File: src/hdl/mmch_pkg.sv
`default_nettype none
package mmch_pkg;

  localparam int unsigned CordicSteps = 16;
  localparam int unsigned ScaleFracBits = 12;
  localparam int unsigned RunSteps = (CordicSteps > 24) ? 24 : CordicSteps;

  localparam int unsigned InW = 17;
  localparam int unsigned OutW = 18;
  localparam int unsigned HeadW = 15;
  localparam int unsigned ScaleW = 4 + ScaleFracBits;
  localparam int unsigned StepW = 5;

  // cordic vector width: 18-bit value << 16 plus growth
  localparam int unsigned VecW = 38;
  localparam int unsigned AngW = 24;

  localparam logic signed [OutW-1:0] MinReset = OutW'(1000);
  localparam logic signed [OutW-1:0] MaxReset = -OutW'(1000);
  localparam logic signed [AngW-1:0] Angle180 = AngW'(2949120);
  localparam int HeadLimit = 11520;

  typedef enum logic [3:0] {
    ST_IDLE,
    ST_SPAN,
    ST_DIV_START,
    ST_DIV,
    ST_MUL,
    ST_NEXT_AXIS,
    ST_CORDIC_INIT,
    ST_CORDIC,
    ST_DONE
  } state_e;

  // control from sequencer to cordic/divider
  typedef struct packed {
    logic start;
    logic step;
  } unit_ctrl_t;

  // atan(2^-i) in units of 2^-14 degree
  function automatic logic [AngW-1:0] atan_lut(input logic [StepW-1:0] i);
    logic [AngW-1:0] r;
    unique case (i)
      5'd0: r = AngW'(737280);
      5'd1: r = AngW'(435242);
      5'd2: r = AngW'(229970);
      5'd3: r = AngW'(116736);
      5'd4: r = AngW'(58595);
      5'd5: r = AngW'(29326);
      5'd6: r = AngW'(14667);
      5'd7: r = AngW'(7334);
      5'd8: r = AngW'(3667);
      5'd9: r = AngW'(1833);
      5'd10: r = AngW'(917);
      5'd11: r = AngW'(458);
      5'd12: r = AngW'(229);
      5'd13: r = AngW'(115);
      5'd14: r = AngW'(57);
      5'd15: r = AngW'(29);
      5'd16: r = AngW'(14);
      5'd17: r = AngW'(7);
      5'd18: r = AngW'(4);
      5'd19: r = AngW'(2);
      5'd20: r = AngW'(1);
      default: r = '0;
    endcase
    return r;
  endfunction

endpackage
`default_nettype wire

File: src/hdl/mmch_div.sv
`default_nettype none
// restoring divider, one quotient bit per cycle while step is asserted
// quotient = floor(num * 2^frac / den), num < 2^19, saturated to scale range
module mmch_div (
  input  wire logic clk_i,
  input  wire logic rst_ni,
  input  wire mmch_pkg::unit_ctrl_t ctrl_i,
  input  wire logic [18:0] num_i,
  input  wire logic [18:0] den_i,
  output logic done_o,
  output logic [mmch_pkg::ScaleW-1:0] quot_o
);
  localparam int unsigned NumW = 19 + mmch_pkg::ScaleFracBits;
  localparam int unsigned CntW = $clog2(NumW + 1);

  logic [NumW-1:0] num_q, num_d;
  logic [NumW-1:0] quo_q, quo_d;
  logic [19:0] rem_q, rem_d;
  logic [18:0] den_q, den_d;
  logic [CntW-1:0] cnt_q, cnt_d;
  logic [19:0] trial;
  logic [19:0] shifted;

  // one shift-subtract step
  always_comb begin
    num_d = num_q;
    quo_d = quo_q;
    rem_d = rem_q;
    den_d = den_q;
    cnt_d = cnt_q;
    shifted = {rem_q[18:0], num_q[NumW-1]};
    trial = shifted - {1'b0, den_q};
    if (ctrl_i.start) begin
      num_d = {num_i, {mmch_pkg::ScaleFracBits{1'b0}}};
      den_d = den_i;
      rem_d = '0;
      quo_d = '0;
      cnt_d = CntW'(NumW);
    end else if (ctrl_i.step && cnt_q != '0) begin
      num_d = {num_q[NumW-2:0], 1'b0};
      if (!trial[19]) begin
        rem_d = trial;
        quo_d = {quo_q[NumW-2:0], 1'b1};
      end else begin
        rem_d = shifted;
        quo_d = {quo_q[NumW-2:0], 1'b0};
      end
      cnt_d = cnt_q - 1'b1;
    end
  end

  always_ff @(posedge clk_i or negedge rst_ni) begin
    if (!rst_ni) begin
      cnt_q <= '0;
    end else begin
      cnt_q <= cnt_d;
    end
  end

  always_ff @(posedge clk_i) begin
    num_q <= num_d;
    quo_q <= quo_d;
    rem_q <= rem_d;
    den_q <= den_d;
  end

  assign done_o = (cnt_q == '0);
  // saturate at top of scale range
  assign quot_o = (|quo_q[NumW-1:mmch_pkg::ScaleW]) ? '1 : quo_q[mmch_pkg::ScaleW-1:0];
endmodule
`default_nettype wire

File: src/hdl/mmch_cordic.sv
`default_nettype none
// vectoring cordic, one micro-rotation per step
module mmch_cordic (
  input  wire logic clk_i,
  input  wire logic rst_ni,
  input  wire mmch_pkg::unit_ctrl_t ctrl_i,
  input  wire logic signed [mmch_pkg::OutW-1:0] x_i,
  input  wire logic signed [mmch_pkg::OutW-1:0] y_i,
  output logic done_o,
  output logic signed [mmch_pkg::HeadW-1:0] heading_o
);
  localparam int unsigned VecW = mmch_pkg::VecW;
  localparam int unsigned AngW = mmch_pkg::AngW;

  logic signed [VecW-1:0] re_q, re_d, im_q, im_d;
  logic signed [AngW-1:0] z_q, z_d;
  logic [mmch_pkg::StepW-1:0] i_q, i_d;
  logic zero_q, zero_d;
  logic busy_q, busy_d;
  logic signed [VecW-1:0] re0, im0, dre, dim;
  logic signed [AngW-1:0] atn, zr;
  logic signed [AngW-9:0] hs;

  always_comb begin
    re_d = re_q;
    im_d = im_q;
    z_d = z_q;
    i_d = i_q;
    zero_d = zero_q;
    busy_d = busy_q;
    re0 = VecW'(y_i) <<< 16;
    im0 = VecW'(x_i) <<< 16;
    dre = im_q >>> i_q;
    dim = re_q >>> i_q;
    atn = $signed(mmch_pkg::atan_lut(i_q));
    if (ctrl_i.start) begin
      zero_d = (x_i == '0) && (y_i == '0);
      i_d = '0;
      busy_d = 1'b1;
      // pre-rotate into right half plane
      if (re0 < 0) begin
        re_d = -re0;
        im_d = -im0;
        z_d = (im0 >= 0) ? mmch_pkg::Angle180 : -mmch_pkg::Angle180;
      end else begin
        re_d = re0;
        im_d = im0;
        z_d = '0;
      end
    end else if (ctrl_i.step && busy_q) begin
      if (im_q > 0) begin
        re_d = re_q + dre;
        im_d = im_q - dim;
        z_d = z_q + atn;
      end else begin
        re_d = re_q - dre;
        im_d = im_q + dim;
        z_d = z_q - atn;
      end
      i_d = i_q + 1'b1;
      if (i_q == mmch_pkg::StepW'(mmch_pkg::RunSteps - 1)) begin
        busy_d = 1'b0;
      end
    end
  end

  always_ff @(posedge clk_i or negedge rst_ni) begin
    if (!rst_ni) begin
      busy_q <= 1'b0;
    end else begin
      busy_q <= busy_d;
    end
  end

  always_ff @(posedge clk_i) begin
    re_q <= re_d;
    im_q <= im_d;
    z_q <= z_d;
    i_q <= i_d;
    zero_q <= zero_d;
  end

  // round to 1/64 degree and clamp
  always_comb begin
    zr = z_q + AngW'(128);
    hs = zr[AngW-1:8];
    if (zero_q) begin
      heading_o = '0;
    end else if (hs > (AngW-8)'(mmch_pkg::HeadLimit)) begin
      heading_o = mmch_pkg::HeadW'(mmch_pkg::HeadLimit);
    end else if (hs < -(AngW-8)'(mmch_pkg::HeadLimit)) begin
      heading_o = -mmch_pkg::HeadW'(mmch_pkg::HeadLimit);
    end else begin
      heading_o = hs[mmch_pkg::HeadW-1:0];
    end
  end

  assign done_o = !busy_q;
endmodule
`default_nettype wire

File: src/hdl/magnetometer_minmax_calibrate_heading.sv
`default_nettype none
// while learning, a sample goes through the span, cordic init, cordic and done states;
// while correcting, three passes of divide start, a 31-step divide, multiply and next
// axis come between span and cordic init. not ready while a sample is in work.
// the result is held in an output register until transferred; a held result stalls
// the next one in the done state. reset: min/max to 100 uT / -100 uT, correction off
module magnetometer_minmax_calibrate_heading (
  input  wire logic clk_i,
  input  wire logic rst_ni,
  input  wire logic in_valid_i,
  output logic in_ready_o,
  input  wire logic signed [16:0] mag_x_i,
  input  wire logic signed [16:0] mag_y_i,
  input  wire logic signed [16:0] mag_z_i,
  output logic out_valid_o,
  input  wire logic out_ready_i,
  output logic signed [17:0] out_x_o,
  output logic signed [17:0] out_y_o,
  output logic signed [17:0] out_z_o,
  output logic signed [14:0] heading_o,
  output logic scale_fault_o,
  input  wire logic cfg_we_i,
  input  wire logic cfg_wdata_i
);
  localparam int unsigned OutW = mmch_pkg::OutW;
  localparam int unsigned Fb = mmch_pkg::ScaleFracBits;
  localparam int unsigned PW = 21 + mmch_pkg::ScaleW;

  mmch_pkg::state_e state_q, state_d;
  logic enable_q;
  logic signed [OutW-1:0] min_q [3];
  logic signed [OutW-1:0] max_q [3];
  logic signed [16:0] s_q [3];
  logic signed [OutW-1:0] o_q [3], o_d;
  logic [1:0] ax_q, ax_d;
  logic fault_q, fault_d;
  logic [18:0] span_q [3];
  logic spanbad_q [3];
  logic [18:0] maxspan_q;
  logic [mmch_pkg::ScaleW-1:0] scale;
  logic signed [PW-1:0] prod;
  logic signed [20:0] diff;
  logic signed [PW-Fb-2:0] shq;
  logic signed [OutW-1:0] ox_q, oy_q, oz_q;
  logic signed [mmch_pkg::HeadW-1:0] head_w;
  logic div_done, cor_done;
  logic [mmch_pkg::ScaleW-1:0] quot;
  mmch_pkg::unit_ctrl_t div_ctrl, cor_ctrl;
  logic load, learn, span_en, mul_en, res_en;
  logic signed [18:0] sp [3];
  logic [18:0] msp;

  assign load = in_valid_i && in_ready_o;

  // sequencer
  always_comb begin
    state_d = state_q;
    in_ready_o = 1'b0;
    div_ctrl = '0;
    cor_ctrl = '0;
    learn = 1'b0;
    span_en = 1'b0;
    mul_en = 1'b0;
    res_en = 1'b0;
    ax_d = ax_q;
    unique case (state_q)
      mmch_pkg::ST_IDLE: begin
        in_ready_o = 1'b1;
        ax_d = '0;
        if (in_valid_i) begin
          state_d = mmch_pkg::ST_SPAN;
        end
      end
      mmch_pkg::ST_SPAN: begin
        if (enable_q) begin
          span_en = 1'b1;
          state_d = mmch_pkg::ST_DIV_START;
        end else begin
          learn = 1'b1;
          state_d = mmch_pkg::ST_CORDIC_INIT;
        end
      end
      mmch_pkg::ST_DIV_START: begin
        div_ctrl.start = 1'b1;
        state_d = mmch_pkg::ST_DIV;
      end
      mmch_pkg::ST_DIV: begin
        div_ctrl.step = 1'b1;
        if (div_done) begin
          state_d = mmch_pkg::ST_MUL;
        end
      end
      mmch_pkg::ST_MUL: begin
        mul_en = 1'b1;
        state_d = mmch_pkg::ST_NEXT_AXIS;
      end
      mmch_pkg::ST_NEXT_AXIS: begin
        if (ax_q == 2'd2) begin
          state_d = mmch_pkg::ST_CORDIC_INIT;
        end else begin
          ax_d = ax_q + 1'b1;
          state_d = mmch_pkg::ST_DIV_START;
        end
      end
      mmch_pkg::ST_CORDIC_INIT: begin
        cor_ctrl.start = 1'b1;
        state_d = mmch_pkg::ST_CORDIC;
      end
      mmch_pkg::ST_CORDIC: begin
        cor_ctrl.step = 1'b1;
        if (cor_done) begin
          res_en = 1'b1;
          state_d = mmch_pkg::ST_DONE;
        end
      end
      mmch_pkg::ST_DONE: begin
        if (!out_valid_o || out_ready_i) begin
          state_d = mmch_pkg::ST_IDLE;
        end
      end
      default: state_d = mmch_pkg::ST_IDLE;
    endcase
  end

  // done state waits for output register free; res_en loads the ox/oy/oz staging registers
  always_ff @(posedge clk_i or negedge rst_ni) begin
    if (!rst_ni) begin
      state_q <= mmch_pkg::ST_IDLE;
      enable_q <= 1'b0;
      out_valid_o <= 1'b0;
      for (int a = 0; a < 3; a++) begin
        min_q[a] <= mmch_pkg::MinReset;
        max_q[a] <= mmch_pkg::MaxReset;
      end
    end else begin
      state_q <= state_d;
      if (cfg_we_i) begin
        enable_q <= cfg_wdata_i;
      end
      if (state_q == mmch_pkg::ST_DONE && state_d == mmch_pkg::ST_IDLE) begin
        out_valid_o <= 1'b1;
      end else if (out_ready_i) begin
        out_valid_o <= 1'b0;
      end
      if (learn) begin
        for (int a = 0; a < 3; a++) begin
          if (OutW'(s_q[a]) < min_q[a]) min_q[a] <= OutW'(s_q[a]);
          if (OutW'(s_q[a]) > max_q[a]) max_q[a] <= OutW'(s_q[a]);
        end
      end
    end
  end

  // spans and largest span
  always_comb begin
    for (int a = 0; a < 3; a++) begin
      sp[a] = 19'(max_q[a]) - 19'(min_q[a]);
    end
    msp = sp[0];
    if (sp[1] > $signed(msp)) msp = sp[1];
    if (sp[2] > $signed(msp)) msp = sp[2];
  end

  // scale select, multiply, round and saturate for current axis
  always_comb begin
    scale = spanbad_q[ax_q] ? mmch_pkg::ScaleW'(1 << Fb) : quot;
    diff = 21'(s_q[ax_q]) * 21'sd2 - (21'(max_q[ax_q]) + 21'(min_q[ax_q]));
    prod = PW'(diff) * $signed({1'b0, scale}) + PW'(1 << Fb);
    shq = prod[PW-1:Fb+1];
    if (shq > (PW-Fb-1)'(131071)) o_d = 18'sh1ffff;
    else if (shq < -(PW-Fb-1)'(131072)) o_d = -18'sh20000;
    else o_d = shq[OutW-1:0];
    fault_d = fault_q | spanbad_q[ax_q];
  end

  always_ff @(posedge clk_i) begin
    ax_q <= ax_d;
    if (load) begin
      s_q[0] <= mag_x_i;
      s_q[1] <= mag_y_i;
      s_q[2] <= mag_z_i;
      fault_q <= 1'b0;
    end
    if (span_en) begin
      for (int a = 0; a < 3; a++) begin
        span_q[a] <= sp[a];
        spanbad_q[a] <= sp[a][18] || sp[a] == '0;
      end
      maxspan_q <= msp;
    end
    if (learn) begin
      for (int a = 0; a < 3; a++) begin
        o_q[a] <= OutW'(s_q[a]);
      end
    end
    if (mul_en) begin
      o_q[ax_q] <= o_d;
      fault_q <= fault_d;
    end
    if (res_en) begin
      ox_q <= o_q[0];
      oy_q <= o_q[1];
      oz_q <= o_q[2];
    end
  end

  // output register
  always_ff @(posedge clk_i) begin
    if (state_q == mmch_pkg::ST_DONE && state_d == mmch_pkg::ST_IDLE) begin
      out_x_o <= ox_q;
      out_y_o <= oy_q;
      out_z_o <= oz_q;
      heading_o <= head_w;
      scale_fault_o <= fault_q;
    end
  end

  mmch_div u_div (
    .clk_i  (clk_i),
    .rst_ni (rst_ni),
    .ctrl_i (div_ctrl),
    .num_i  (maxspan_q),
    .den_i  (span_q[ax_q]),
    .done_o (div_done),
    .quot_o (quot)
  );

  mmch_cordic u_cordic (
    .clk_i     (clk_i),
    .rst_ni    (rst_ni),
    .ctrl_i    (cor_ctrl),
    .x_i       (o_q[0]),
    .y_i       (o_q[1]),
    .done_o    (cor_done),
    .heading_o (head_w)
  );
endmodule
`default_nettype wire
File: config.mk
export PLATFORM = sky130hd
export DESIGN_NAME = magnetometer_minmax_calibrate_heading
export DESIGN_NICKNAME = d
export VERILOG_FILES = /design/src/hdl/mmch_pkg.sv /design/src/hdl/mmch_div.sv /design/src/hdl/mmch_cordic.sv /design/src/hdl/magnetometer_minmax_calibrate_heading.sv
export SDC_FILE = /design/constraint.sdc
export NUM_CORES = 2
export LEC_CHECK = 0
export CORE_MARGIN = 1
export CORE_UTILIZATION = 30
export CTS_CLUSTER_DIAMETER = 150
export CTS_CLUSTER_SIZE = 16
export DETAILED_ROUTE_END_ITERATION = 10
export DONT_BUFFER_PORTS = 1
export HOLD_SLACK_MARGIN = 0.05
export PLACE_DENSITY_LB_ADDON = 0.25
export SYNTH_ARGS = -nofsm -noshare
export SYNTH_HDL_FRONTEND = slang
export SYNTH_SLANG_ARGS = --single-unit
File: constraint.sdc
create_clock -name clk_i -period 11.5 [get_ports clk_i]
set_clock_uncertainty 0.2 [all_clocks]
set_input_delay 3.45 -clock clk_i [delete_from_list [all_inputs] [get_ports clk_i]]
set_output_delay 3.45 -clock clk_i [all_outputs]
set_load 0.02 [all_outputs]
# Yosys cells after proc, flatten, opt, wreduce, memory -nomap -nowiden
# Memories as Yosys holds them, arrays and structs flattened. A register that Yosys moved wholly into a read port is not among the register bits.
# Index checks and enable logic that the tools add are counted.
[word_totals]
memories = 5
mem_bits_ro = 640
ff_bits = 417
elab_cells = 200
inputBits = 57
ram_bits = 165
[memory_table]
columns = ["name", "words", "width", "read_ports", "rd_ports_with_merged_regs", "wr", "line_no", "rtl"]
rows = [
  ["(name not given)", 32, 20, 1, 1, 0, "mmch_pkg.sv:44", "unique case (i)"],
  ["span_q", 3, 19, 1, 1, 3, "magnetometer_minmax_calibrate_heading.sv:37", "logic [18:0] span_q [3];"],
  ["o_q", 3, 18, 3, 1, 3, "magnetometer_minmax_calibrate_heading.sv:34", "logic signed [OutW-1:0] o_q [3], o_d;"],
  ["s_q", 3, 17, 4, 1, 3, "magnetometer_minmax_calibrate_heading.sv:33", "logic signed [16:0] s_q [3];"],
  ["spanbad_q", 3, 1, 1, 1, 3, "magnetometer_minmax_calibrate_heading.sv:38", "logic spanbad_q [3];"],
]
[op_classes]
magnitude_cmp = 16
addsub = 19
n_shift = 2
n_bitwise = 2
muxes = 76
n_reduce_logical = 37
n_mul = 1
n_eq_ne = 11
[ops]
columns = ["op", "n"]
rows = [
  ["38-bit two-way mux", 8],
  ["18-bit two-way mux", 7],
  ["24-bit two-way mux", 5],
  ["38-bit adder", 2],
  ["34-bit negator with 38-bit output", 2],
  ["38-bit by 5-bit >>> shifter with 38-bit output", 2],
  ["38-bit subtractor", 2],
  ["18-bit binary-select mux with 2-bit select", 2],
  ["31-bit two-way mux", 2],
  ["19-bit zero test", 3],
  ["19-bit two-way mux", 3],
  ["17-bit by 17-bit subtractor with 18-bit output", 3],
  ["17-bit greater-than comparator", 3],
  ["17-bit less-than comparator", 3],
  ["38-bit by 1-bit greater-than comparator with 1-bit output (second input constant)", 1],
  ["37-bit by 14-bit adder with 37-bit output (second input constant)", 1],
  ["20-bit by 17-bit multiplier with 37-bit output", 1],
  ["18-bit zero test", 2],
  ["4-bit one-hot mux with 9 select lines", 1],
  ["34-bit by 1-bit >= comparator with 1-bit output (second input constant)", 1],
  ["34-bit by 1-bit less-than comparator with 1-bit output (second input constant)", 1],
  ["16-bit two-way mux", 2],
  ["1-bit two-way mux", 29],
  ["24-bit adder", 1],
  ["43 further kinds", 77],
]

# Depth between registers and ports, before layout
[logic_depth]
ltp_word = 12
depth_mapped = 47
mapped_depth_nobuf = 43

# Modules after synthesis
# Synthesis repeated with hierarchy kept, for this count alone.
[unflattened]
cells_unflattened = 6100
hier_area_um2 = 59144.2
[by_module_without_submodules]
columns = ["mod", "area_each_um2", "n_inst", "cells_each"]
rows = [
  ["magnetometer_minmax_calibrate_heading", 35082.4, 1, 3316],
  ["mmch_cordic", 19090.8, 1, 2263],
  ["mmch_div", 4971.0, 1, 521],
]

# Worst setup path before layout
# OpenSTA, ideal clock, no wires.
[synth_timing]
path_type = "reg2reg"
from = "register ax_q[1]"
to = "memory o_q[1][12], data pin"
arrival_ns = 11.361
stages_incl_launch_ff = 42
setup_ns = 0.261
slack_ns = -0.322
path_cell_list = "edfxtp_1 clkbuf_1 clkbuf_1 mux2i_1 o21ai_0 fa_1 inv_1 ha_1 o21a_1 o41a_1 a21o_1 a211o_1 a21oi_1 nor2_1 a2111oi_0 nand2b_1 a31oi_1 clkbuf_1 (+6 left out) fa_1 fa_1 inv_1 fa_1 inv_1 ha_1 a21o_1 a21o_1 a21o_1 a21oi_1 o31ai_1 a211oi_1 o32ai_1 or4b_1 buf_2 nor3b_2 buf_2 a221o_1"
[synth_lines]
columns = ["item", "line_no", "rtl"]
rows = [
  ["start, declared", "magnetometer_minmax_calibrate_heading.sv:35", "logic [1:0] ax_q, ax_d;"],
  ["start signal, assigned", "magnetometer_minmax_calibrate_heading.sv:177", "ax_q <= ax_d;"],
  ["end, declared", "magnetometer_minmax_calibrate_heading.sv:34", ""],
]

==> reports/qor.yml <==
synth_warnings: 0
fin_area_mm2: 0.0626
placed_cell_area_mm2: 0.0608
clock-sinks: 636
slowest_stage: "or4b_4"
drc: 0
wirelength_um: 184000
synth_top_area_share_pct: 23.3
startpoint_type: "flip-flop"
reg2reg_depth: 43
synth_simple_gate_area_share_pct: 12.9
critical_path_class: "reg2reg"
synth_ff_type: "edfxtp_1"
clkTransAtPathRegs_ns: 0.08
die_area_mm2: 0.193
r2r_end: "o_q[1][15]"
ctsHoldBuffers: 0
io_buffers: 0
synth_top_cell_by_area: "edfxtp_1"
hold_end: "out_z_o[7]"
initial_core_util_pct: 30.4
period_needed_ns: 11.14
worst_pin_slew_ns: 1.19
maxCapViolations: 0
synth-compound-area-share_pct: 12.3
hpwl_um: 144000
synthTopCellsByArea: "edfxtp_1 23%, fa_1 12%, ha_1 9.8%"
synthXorXnorAreaFrac_pct: 5.21
seq_area_frac_synth_pct: 31.1
hold_viol: 0
clock_path_buffers: 3
crit_path_max_fanout: 17
max_slew_margin_pct: 20.5
endpoint_kind: "flip-flop"
cts_made_buffers: 48
synth_top_family_by_area: "adder cells"
die_h_um: 439
path_common_cell: "fa_1"
fin_crit_sh_pct: 96.9
hp-class: "reg2reg"
min_path_cells: 0
synthMuxAreaShare_pct: 10.6
grt_first_pass_wirelength_um: 276000
final_util_pct: 33.2
tns_ns: 0
final_common_cell: "inv_1"
min_from: "oz_q[7]"
grt_pass1_vias: 42800
ys_types: 101
dr_total_vias: 43400
ys_ff_latch: 636
cts_tree: "yes"
status: "finished clean"
grt-ovfl-total: 0
r2r_slack_ns: 0.36
synthAdderAreaFrac_pct: 21.7
synth_nets: 6696
gp_congestion: 0.914
rr_startpoint: "ax_q[1]"
io_pins: 129
layout-drive-gt1-share_pct: 10.5
finalSetupViolations: 0
grt_antenna_before_repair: 9
required_ns: 11.69
area_growth_syn_to_layout_pct: 9.30
wl_met2_um: 89000
hold_slack_ns: 0.222
top_layer: "met5"
cts_root_buf: "clkbuf_16"
syn_area_per_cell_um2: 9.78
ant_nets: 0
syn_inst: 5854
rows: 159
core_area_mm2: 0.189
slew_violations: 0
clkLatencyLatePin_ns: 0.70
cp.arrival_ns: 11.33
cpPeakStageDelay_ns: 0.56
final-seq-area_mm2: 0.0178
grt_util_all_layers_pct: 18.8
m1WireLength_um: 77600
drtIter0Drc: 3623
synth-edff-count: 445
wire_per_inst_um: 22.0
h-tree-depth: 2
dr_wl_met3_um: 8180
multiInputGateArea_mm2: 0.0362
max_freq_ghz: 0.0898
syn_area_mm2: 0.0573
final_cell_mix: "675 x inv_1, 535 x nor2_1, 531 x nand2_1"
first_pass_iters: 5
via_per_inst: 5.18
fp.dieW_um: 439
ys_async_sr_fraction_pct: 17.9
fillCellCount: 19400
grt_max_degree: 115
nets: 6680
[worst max-delay path: cells and delay by family, from the launching register on]
kind | cells | cell delay [ns]
buf+inv | 10 | 1.09
compound gates | 15 | 2.96
simple gates | 7 | 1.51
xor+xnor | 1 | 0.20
fa+ha+maj | 9 | 4.15
flops | 1 | 0.46
mux | 1 | 0.22
[what timing repair did]
action	4_1_cts	5_1_grt
resized for setup	4	32
buffers inserted	0	8
endpoints found under the hold margin	0	0
endpoints found under the setup margin	51	53
pin swaps	1	11
[how the worst max path moves through the flow]
stage,startpoint,endpoint,slack [ns],cells past startpoint
after floorplan,ax_q[0],o_q[1][12],0.08,46
after global placement,ax_q[1],o_q[2][3],-0.05,41
after detailed placement,ax_q[1],o_q[2][13],-0.21,41
after CTS,ax_q[1],o_q[2][9],0.05,41
after global routing,ax_q[0],o_q[1][11],-0.06,43
final,ax_q[1],o_q[1][15],0.36,43
[metal layers]
metal / global-route usage (%) / vias up
met5: 0 / -
met4: 8.70 / 2
met3: 2.06 / 281
met2: 31.8 / 1113
met1: 23.9 / 21600
li1: - / 20400
[through the flow]
stage	std cells	setup WS (ns)
floorplan	5854	0.0752
global placement	8275	-0.0474
detailed placement	8275	-0.209
CTS	8364	0.0501
global route	8375	-0.0567
finish	8378	0.359
[synthesized netlist by cell type, drive strengths merged (160+ instances only)]
| master | n |
|---|---|
| o21ai | 267 |
| mux2i | 204 |
| ha | 448 |
| a21oi | 298 |
| clkbuf | 169 |
| edfxtp | 445 |
| nor2 | 537 |
| fa | 337 |
| inv | 679 |
| nand3 | 160 |
| xnor2 | 213 |
| nand2 | 532 |
[cell families (layout without fill, tap and decap cells)]
kind of cell             count (synthesis)  count (layout)
XOR/XNOR                               339             339
buffers and inverters                  924             947
flip-flops                             636             636
multiplexers                           446             446
AO/OA/AOI/OAI                         1095            1095
AND/OR/NAND/NOR                       1623            1623
adder cells (fa/ha/maj)                791             791
other                                    0               6
[final cells by class]
type | count | area share (%)
clock inverters | 7 | 0.158
multi-input cells | 4294 | 57.8
repair buffers | 175 | 2.25
diodes | 6 | 0.0240
flip-flops and latches | 636 | 28.5
clock buffers | 82 | 2.19
well taps | 2495 | 4.99
inverters | 683 | 4.10
[state kept, by name (all words and copies together), names as in the netlist, 19 cells and up, named ones only]
register,flops
s_q,51
u_cordic.z_q,24
u_div.quo_q,31
u_div.rem_q,19
u_div.num_q,19
o_q,54
u_cordic.atn,20
max_q,51
span_q,54
min_q,51
u_cordic.im_q,38
u_cordic.re_q,38
Power is not shown: default switching activity piles up to over one toggle a cycle in this logic, so the estimate is an artifact.
